`config.mk`:
```
export PLATFORM = sky130hd
export DESIGN_NAME = key_matrix_scanner_led_mux
export DESIGN_NICKNAME = d
export VERILOG_FILES = /design/src/hdl/kms_pkg.sv /design/src/hdl/key_matrix_scanner_led_mux.sv /design/src/hdl/kms_debounce.sv
export SDC_FILE = /design/constraint.sdc
export NUM_CORES = 1
export LEC_CHECK = 0
export ABC_AREA = 1
export BUFFER_PORTS_ARGS = -buffer_cell sky130_fd_sc_hd__clkbuf_2
export CAP_MARGIN = 15
export CORE_MARGIN = 10
export CORE_UTILIZATION = 26
export CTS_BUF_LIST = sky130_fd_sc_hd__clkbuf_2 sky130_fd_sc_hd__clkbuf_4 sky130_fd_sc_hd__clkbuf_8
export CTS_CLUSTER_DIAMETER = 100
export DETAILED_ROUTE_END_ITERATION = 16
export PLACE_DENSITY = 0.49
export SYNTH_ARGS = -nofsm -noshare
export SYNTH_HDL_FRONTEND = slang
export SYNTH_SLANG_ARGS = --single-unit
```
`constraint.sdc`:
```
create_clock -name clk -period 29.1 [get_ports clk]
set_input_delay 8.73 -clock clk [delete_from_list [all_inputs] [get_ports clk]]
set_output_delay 8.73 -clock clk [all_outputs]
set_load 0.01 [all_outputs]
```
`src/hdl/kms_pkg.sv`:
```
// ----------------------------------------------------------------------------
// kms_pkg: shared constants and types for the key matrix scanner
// Matrix geometry, command codes and the debounce update bundle.
// ----------------------------------------------------------------------------
package kms_pkg;

  localparam int ROWS        = 8;
  localparam int COLS        = 9;
  localparam int KEYS        = ROWS * COLS;
  localparam int HIST_W      = 3;
  localparam int ROW_W       = 3;
  localparam int KEY_W       = 7;
  localparam int LED_W       = 8;
  localparam int CMD_COL_W   = 4;
  localparam int KEY_IN_W    = 9;
  localparam int LED_ROW_W   = (COLS > LED_W) ? COLS : LED_W;

  localparam logic [KEY_W-1:0]  NONE_CODE   = KEY_W'(KEYS - 1);
  localparam logic [7:0]        SPI_NOP     = 8'hFF;
  localparam logic [LED_W-1:0]  PHASE_START = LED_W'(8'h80);
  localparam logic [HIST_W-1:0] HIST_FULL   = '1;
  localparam logic [HIST_W-1:0] HIST_EMPTY  = '0;
  localparam logic [ROW_W-1:0]  ROW_START   = ROW_W'(1 % ROWS);

  typedef logic [HIST_W-1:0] hist_t;
  typedef hist_t [COLS-1:0]  hist_row_t;

  typedef struct packed {
    hist_row_t             hist;
    logic [COLS-1:0]       toggle;
    logic [KEY_W-1:0]      held;
    logic                  indicator;
    logic                  pending_set;
  } scan_upd_t;

endpackage

```
`src/hdl/key_matrix_scanner_led_mux.sv`:
```
// ----------------------------------------------------------------------------
// key_matrix_scanner_led_mux: key matrix scan with debounce and LED multiplex
// Input channel (in_valid/in_ready) carries one word per scan tick (mode 0,
// key_bits of the current row) or per received SPI command byte (mode 1,
// spi_byte). Output channel (out_valid/out_ready) returns one word per input:
// row_select for the next sample, led_columns drive, indicator and spi_reply.
// The result is registered at the edge that accepts the input word. Throughput
// is one word per cycle while the receiver keeps out_ready high; the whole
// row update (nine column histories and the held key chain) is one
// combinational pass between the state registers and the result register.
// The input is accepted whenever the result register is empty or is being
// taken in the same cycle, so a stalled receiver holds off the sender after
// one word. Reset clears all key histories and LED bits, sets the held key
// to the none code, scan row to 1 and the column phase to its top bit.
// ----------------------------------------------------------------------------
module key_matrix_scanner_led_mux
  import kms_pkg::*;
(
  input  logic                clk,
  input  logic                rst,
  input  logic                in_valid,
  output logic                in_ready,
  input  logic                mode,
  input  logic [KEY_IN_W-1:0] key_bits,
  input  logic [7:0]          spi_byte,
  output logic                out_valid,
  input  logic                out_ready,
  output logic [ROW_W-1:0]    row_select,
  output logic [LED_W-1:0]    led_columns,
  output logic                indicator,
  output logic [7:0]          spi_reply
);

  hist_row_t              hist [ROWS];
  logic [LED_ROW_W-1:0]   led_rows [ROWS];
  logic [KEY_W-1:0]       held;
  logic                   pending;
  logic [ROW_W-1:0]       scan_row;
  logic [LED_W-1:0]       phase;
  logic                   ind_on;

  logic                   accept;
  scan_upd_t              upd;
  logic [LED_W-1:0]       phase_shift;
  logic                   phase_wrap;
  logic [ROW_W-1:0]       row_inc;
  logic [ROW_W-1:0]       cmd_row;
  logic [CMD_COL_W-1:0]   cmd_col;
  logic                   cmd_ok;

  assign in_ready = !out_valid || out_ready;
  assign accept   = in_valid && in_ready;

  kms_debounce u_debounce (
    .row       (scan_row),
    .key_bits  (key_bits),
    .hist_row  (hist[scan_row]),
    .held      (held),
    .indicator (ind_on),
    .upd       (upd)
  );

  assign phase_shift = phase >> 1;
  assign phase_wrap  = (phase_shift == '0);
  assign row_inc     = (32'(scan_row) == ROWS - 1) ? '0 : scan_row + ROW_W'(1);

  assign cmd_row = spi_byte[2:0];
  assign cmd_col = spi_byte[6:3];
  assign cmd_ok  = (spi_byte != SPI_NOP) && (32'(cmd_row) < ROWS) &&
                   (32'(cmd_col) < LED_W);

  // state update
  always_ff @(posedge clk) begin
    if (rst) begin
      for (int r = 0; r < ROWS; r++) begin
        hist[r]     <= '0;
        led_rows[r] <= '0;
      end
      held     <= NONE_CODE;
      pending  <= 1'b0;
      scan_row <= ROW_START;
      phase    <= PHASE_START;
      ind_on   <= 1'b0;
    end else if (accept) begin
      if (!mode) begin
        hist[scan_row]     <= upd.hist;
        led_rows[scan_row] <= led_rows[scan_row] ^ LED_ROW_W'(upd.toggle);
        held               <= upd.held;
        ind_on             <= upd.indicator;
        if (upd.pending_set) begin
          pending <= 1'b1;
        end
        if (phase_wrap) begin
          phase    <= PHASE_START;
          scan_row <= row_inc;
        end else begin
          phase <= phase_shift;
        end
      end else begin
        pending <= 1'b0;
        if (cmd_ok) begin
          led_rows[cmd_row][cmd_col[2:0]] <= spi_byte[7];
        end
      end
    end
  end

  // result register
  always_ff @(posedge clk) begin
    if (rst) begin
      out_valid <= 1'b0;
    end else if (accept) begin
      out_valid <= 1'b1;
    end else if (out_ready) begin
      out_valid <= 1'b0;
    end
  end

  always_ff @(posedge clk) begin
    if (accept) begin
      if (!mode) begin
        row_select  <= phase_wrap ? row_inc : scan_row;
        led_columns <= phase & led_rows[scan_row][LED_W-1:0];
        indicator   <= upd.indicator;
        spi_reply   <= '0;
      end else begin
        row_select  <= scan_row;
        led_columns <= '0;
        indicator   <= ind_on;
        spi_reply   <= pending ? 8'(held) : 8'(NONE_CODE);
      end
    end
  end

endmodule

```
`src/hdl/kms_debounce.sv`:
```
// ----------------------------------------------------------------------------
// kms_debounce: per-row press debounce and held key tracking
// Shifts one sample into each column history of the scanned row and works
// out the new held key, indicator and LED toggles in column order.
// ----------------------------------------------------------------------------
module kms_debounce
  import kms_pkg::*;
(
  input  logic [ROW_W-1:0]    row,
  input  logic [KEY_IN_W-1:0] key_bits,
  input  hist_row_t           hist_row,
  input  logic [KEY_W-1:0]    held,
  input  logic                indicator,
  output scan_upd_t           upd
);

  always_comb begin
    logic [KEY_W-1:0] base;
    logic [KEY_W-1:0] idx;
    logic [KEY_W-1:0] held_v;
    logic             ind_v;
    hist_t            h;
    base   = KEY_W'(32'(row) * COLS);
    held_v = held;
    ind_v  = indicator;
    upd    = '0;
    for (int c = 0; c < COLS; c++) begin
      h   = {hist_row[c][HIST_W-2:0], key_bits[c]};
      idx = base + KEY_W'(c);
      upd.hist[c] = h;
      if (idx != held_v && h == HIST_FULL) begin
        held_v          = idx;
        upd.pending_set = 1'b1;
        upd.toggle[c]   = ~upd.toggle[c];
        ind_v           = 1'b1;
      end
      // release: checked against the held key as updated so far
      if (idx == held_v && h == HIST_EMPTY) begin
        ind_v  = 1'b0;
        held_v = NONE_CODE;
      end
    end
    upd.held      = held_v;
    upd.indicator = ind_v;
  end

endmodule

```
# [Word-level counts from Yosys, hierarchy flattened]
# Memory sizes are Yosys's and may differ from the RTL's. A register that Yosys moved wholly into a read port is not among the register bits.
# Cells that the tools add are included.
[op_classes] n_mux=89 eq_ne=29 reduce_logical=41 addsub=9 mul=1 n_lt_le_gt_ge=3 bitwise_logic=3
[ops] op="$mux 7" n=19
[ops] op="$eq 7x7->1" n=9
[ops] op="$ne 7x7->1" n=9
[ops] op="$mux 1" n=53
[ops] op="$eq 3x3->1 const B" n=10
[ops] op="$mux 3" n=10
[ops] op="$add 7x3->7 const B" n=4
[ops] op="$logic_not 3->1" n=9
[ops] op="$mux 27" n=1
[ops] op="$mux 9" n=3
[ops] op="$reduce_or 27->1" n=1
[ops] op="$logic_and 1x1->1" n=21
[ops] op="$reduce_or 9->1" n=2
[ops] op="$mux 8" n=2
[ops] op="$add 7x2->7 const B" n=2
[ops] op="$xor 9x9->9" n=1
[ops] op="$and 8x8->8" n=1
[ops] op="$logic_not 8->1" n=1
[ops] op="$ne 8x8->1 const B" n=1
[ops] op="$add 7x1->7 const B" n=1
[ops] op="$add 7x4->7 const B" n=1
[ops] op="$mul 3x4->7 const B" n=1
[ops] op="$reduce_and 2->1" n=3
[ops] op="$lt 3x5->1 const B" n=1
[ops] op="other kinds (8)" n=9
[totals] regBits=41 mem_count=2 in_bits=22 word_cells=188 mem_bits_rw=288 out_inout_bits=22
[mem_list] memory="hist" depth=8 width=27 rd=1 rd_ports_with_merged_regs=1 write_ports=8 line_no="key_matrix_scanner_led_mux.sv:34" source="hist_row_t hist [ROWS];"
[mem_list] memory="led_rows" depth=8 width=9 rd=1 rd_ports_with_merged_regs=1 write_ports=8 line_no="key_matrix_scanner_led_mux.sv:35" source="logic [LED_ROW_W-1:0] led_rows [ROWS];"

# [Longest topological paths before layout]
[logic_depth] word_depth=56 ltp_mapped=81 ltp_nobuf=76

# [Hierarchy]
# A second synthesis with hierarchy kept.
[unflattened] cells_unflattened=2328 area_unflattened_um2=18886.9
[by_module_without_submodules] mod="key_matrix_scanner_led_mux" area_per_inst_um2=15187.1 instances=1 cells_each=1616 seq_area_each_um2=9459.1
[by_module_without_submodules] mod="kms_debounce" area_per_inst_um2=3699.8 instances=1 cells_each=712 seq_area_each_um2=0.0

# [Least setup slack after synthesis]
# OpenSTA, ideal clock, no wires.
[synth_timing] path_kind="input to output" from="input port out_ready" to="output port in_ready" t_required_ns=20.370 path_stages=2 path_slack_ns=11.506 arrival_time_ns=8.864 n_path_buf=0 cell_sequence="inv_1 -> nand2_1"
[synth_between] elab_chain_len=1
[synth_lines] item="start: declaration" line_no="key_matrix_scanner_led_mux.sv:27" source="input logic out_ready,"
[synth_lines] item="$logic_or 1x1->1" line_no="key_matrix_scanner_led_mux.sv:51" source="assign in_ready = !out_valid || out_ready;"
[synth_lines] item="end: declaration" line_no="key_matrix_scanner_led_mux.sv:22" source="output logic in_ready,"
# No other way between the ends.

# [Worst setup path in the final report]
# Same ends and word-level chain as after synthesis.

==> run summary <==
The initial cell density of the core is 0.263. In this run the count of I/O pins placed on the die edge is 44. Critical path's largest stage delay: 150 ps.

Routability-driven placement finished with a final weighted congestion of 0.886. In the synthesized netlist, the number of instances is 1861. Counting every sink on the clock net gives 251. The number of global-route vias before repair was 12600.

The count of flip-flops with a built-in enable after synthesis came out at 227. The data required time at the worst endpoint is 20370 ps, and the clock-pin slew of the registers on the worst-case setup and hold paths is 60 ps. The final route contains 13000 vias.

The post-route setup TNS was 0 ps. Hold is met by 501 ps. For this run, the leading register cell type out of synthesis is sky130_fd_sc_hd__edfxtp_1. Combined buffer and inverter count along the critical path: 3. The number of levels in the clock H-tree is 2, and the count of routing violations after the opening detailed-route iteration is 914. Across the run, the number of max-cap violations was 0. The overflow left after global routing was 0. The tools report the first-pass GRT wire length as 73200 um.

In this run the worst path has a maximum fanout of 3. For the pin with the worst max-slew slack, the measured transition is 1200 ps. For the initial antenna violation count, the log shows 1. The initialized floorplan defines 88 standard-cell rows. The smallest clock period supported by the final layout is computed as 17800 ps. The pin count of the biggest net entering global routing came out at 77.

STA classifies the critical path startpoint as a primary input. Register area share after synthesis: 0.480. In the final routed layout, each cell accounts on average for 17.7 um. The layout overhead on the synthesized area was 12.2%; the number of remaining DRC errors was 0. The signal on the critical path passes through clkbuf_2, inv_1, nand2_1, clkbuf_2.

The run finished with clean final reports. Across the routed clock network, the largest skew measured is 19.4 ps. In this run, post-CTS repair resized a total of 0 instances. For this run, the detailed router's first-pass iteration total came to 5. The floorplan step set the die height to 262 um.

The signal arrival time at the worst endpoint came out at 9070 ps. The floorplan step defined a die boundary enclosing 68600 sq um. VDD sags by at most 30.7 uV. The number of buffers on the longest clock path is 3, and the total power per unit cell area is 56.9 nW/um^2. The final wirelength is 47800 um, and the post-synthesis async set-or-reset flop share is 0. Setup repair after global routing left no endpoint under its margin. The detailed placer's ending HPWL came out at 31200 um.

In this design, the largest share of critical-path delay is due to buffers and inverters. The worst setup path is captured at an output port. The worst setup path startpoint is out_ready. The net count of the finished layout is 1941. The tightest slew margin relative to the limit came out at 0.200.

The cell leakage power came out at 7.05 nW. The number of I/O port buffers is 42. The average via count per standard cell was 4.82. For the count of warnings emitted by yosys, the log shows 0. Number of buffers added by the clock tree synthesis step: 47. The tightest min-delay check is of the register to register type.

In this design, the critical path's most frequently occurring cell is sky130_fd_sc_hd__clkbuf_2. The number of setup buffers added after CTS is 0. The share of the cycle needed by the critical path after routing was 0.612; the cell area after synthesis was 15200 sq um. Clock latency on the worst-skew pair, taken at its later pin, is 610 ps.

The run gives 0.137 as the global-route usage over all layers. The worst-path cell with the longest stage delay is sky130_fd_sc_hd__clkbuf_2. The cell chosen for the clock root is sky130_fd_sc_hd__clkbuf_8. The fraction of layout instances using a drive strength above 1 was 0.154.

The launch instance of the worst register-to-register path is scan_row[1]$_SDFFE_PP0P_. The logs give 1899 for the number of nets in the synthesized netlist and 56.2 MHz for the highest clock frequency the design can meet. The distinct cell type count after synthesis is 47, and the number of nets with antenna violations after detailed routing is 0. In this run, synthesis produced a sequential element count of 251. The critical path is of the primary input to output port type.

The tools report the max-slew violation count as 0. Launch point of the worst hold path: held[5]$_SDFFE_PP0P_. Buffers inserted to repair hold after CTS numbered 0. Setup violations remaining at the end of the flow were counted as 0. TritonCTS built the clock tree.

The total count of hold-check failures in the final report was 0; the width of the die was 262 um. The area of the core region was 57800 sq um. The average instance in the mapped netlist occupies 8.17 sq um.
## per-layer routing
layer  global-route usage  share of wire
met5                    0              0
met4               0.0450          0.024
met3               0.0217          0.052
met2                0.232           0.49
met1                0.176           0.44
## final timing paths
path	endpoint	slack (ps)	cells past startpoint
hold reg to reg	held[5]$_SDFFE_PP0P_	500	2
setup / recovery	in_ready	11300	4
setup reg to reg	indicator$_DFFE_PP_	18920	61
hold / removal	held[5]$_SDFFE_PP0P_	500	2
## cell families (layout without fill, tap and decap cells)
| logic type | count (synthesis) | count (layout) | synth area share |
|---|---|---|---|
| muxes | 4 | 4 | 0.00263 |
| other | 1 | 2 | 0.000247 |
| AOI/OAI and AO/OA | 264 | 264 | 0.0958 |
| adders and majority gates | 16 | 16 | 0.0132 |
| and+or+nand+nor | 1075 | 1075 | 0.330 |
| buffers and inverters | 240 | 315 | 0.0725 |
| xor gates and xnor gates | 10 | 10 | 0.00625 |
| DFF | 251 | 251 | 0.480 |
## power by group
part,internal [mW],leakage [nW],total (mW),switching [mW]
clock,0.186,0.477,0.339,0.153
combinational,0.0633,4.03,0.218,0.154
sequential,0.409,2.54,0.415,0.00575
## worst register-to-register path, delay by kind of cell, from the launching register on
family	cells	cell delay (ps)
AO/OA/AOI/OAI	4	1650
adder cells (fa/ha/maj)	2	950
buffers and inverters	4	590
flip-flops	1	890
AND/OR/NAND/NOR	51	5850
## final cells by class
cell class	instances	area, sq um
Antenna cell	1	2.50
Multi-Input combinational cell	1370	6820
Clock inverter	14	101
Fill cell	6208	40700
Inverter	156	593
Sequential cell	251	7300
Timing Repair Buffer	77	485
Tap cell	765	957
Clock buffer	68	805
## Yosys cell counts (18+ instances only)
cell type                  number  area, sq um
sky130_fd_sc_hd__nand3_2       21          210
sky130_fd_sc_hd__nand3_1      116          581
sky130_fd_sc_hd__a21oi_1       33          165
sky130_fd_sc_hd__inv_1        132          495
sky130_fd_sc_hd__nand2_1      409         1540
sky130_fd_sc_hd__nand4_1       52          325
sky130_fd_sc_hd__o21ai_0      152          761
sky130_fd_sc_hd__edfxtp_1     227         6820
sky130_fd_sc_hd__clkbuf_1      53          199
sky130_fd_sc_hd__nand2_2       53          332
sky130_fd_sc_hd__nor2_1       343         1290
sky130_fd_sc_hd__dfxtp_1       24          480
sky130_fd_sc_hd__nor3_1        28          140
sky130_fd_sc_hd__nor2_4        18          203
sky130_fd_sc_hd__o22ai_1       48          300
## flip-flops by register name, indices dropped and copies added, names as in the netlist, 3 cells and up, named ones only
signal	flops
scan_row	3
led_columns	8
spi_reply	7
row_select	3
led_rows	64
hist	144
phase	8
held	7
## through the flow
stage	instances	utilization	worst slack (ps)	instance area, sq um	power, mW
2_1_floorplan	1861	-	11510	15200	0.584
3_3_place_gp	2615	0.279	11280	16100	0.637
3_5_place_dp	2617	0.279	11300	16100	0.639
4_1_cts	2699	0.295	11300	17000	0.980
5_1_grt	2701	0.295	10860	17100	1.02
6_report	2702	0.295	11300	17100	0.971
## cells in the final DEF (no fill, tap or decap), types with 22 or more instances in the layout
| cell | count |
|---|---|
| sky130_fd_sc_hd__nand3_1 | 116 |
| sky130_fd_sc_hd__nor2_1 | 343 |
| sky130_fd_sc_hd__edfxtp_1 | 227 |
| sky130_fd_sc_hd__clkbuf_8 | 47 |
| sky130_fd_sc_hd__nand2_2 | 53 |
| sky130_fd_sc_hd__inv_1 | 131 |
| sky130_fd_sc_hd__buf_4 | 31 |
| sky130_fd_sc_hd__o21ai_0 | 152 |
| sky130_fd_sc_hd__o22ai_1 | 48 |
| sky130_fd_sc_hd__nand4_1 | 52 |
| sky130_fd_sc_hd__clkbuf_2 | 43 |
| sky130_fd_sc_hd__nor3_1 | 27 |
| sky130_fd_sc_hd__a21oi_1 | 33 |
| sky130_fd_sc_hd__nand2_1 | 409 |
| sky130_fd_sc_hd__dfxtp_1 | 22 |
(Power assumes the default switching activity.)
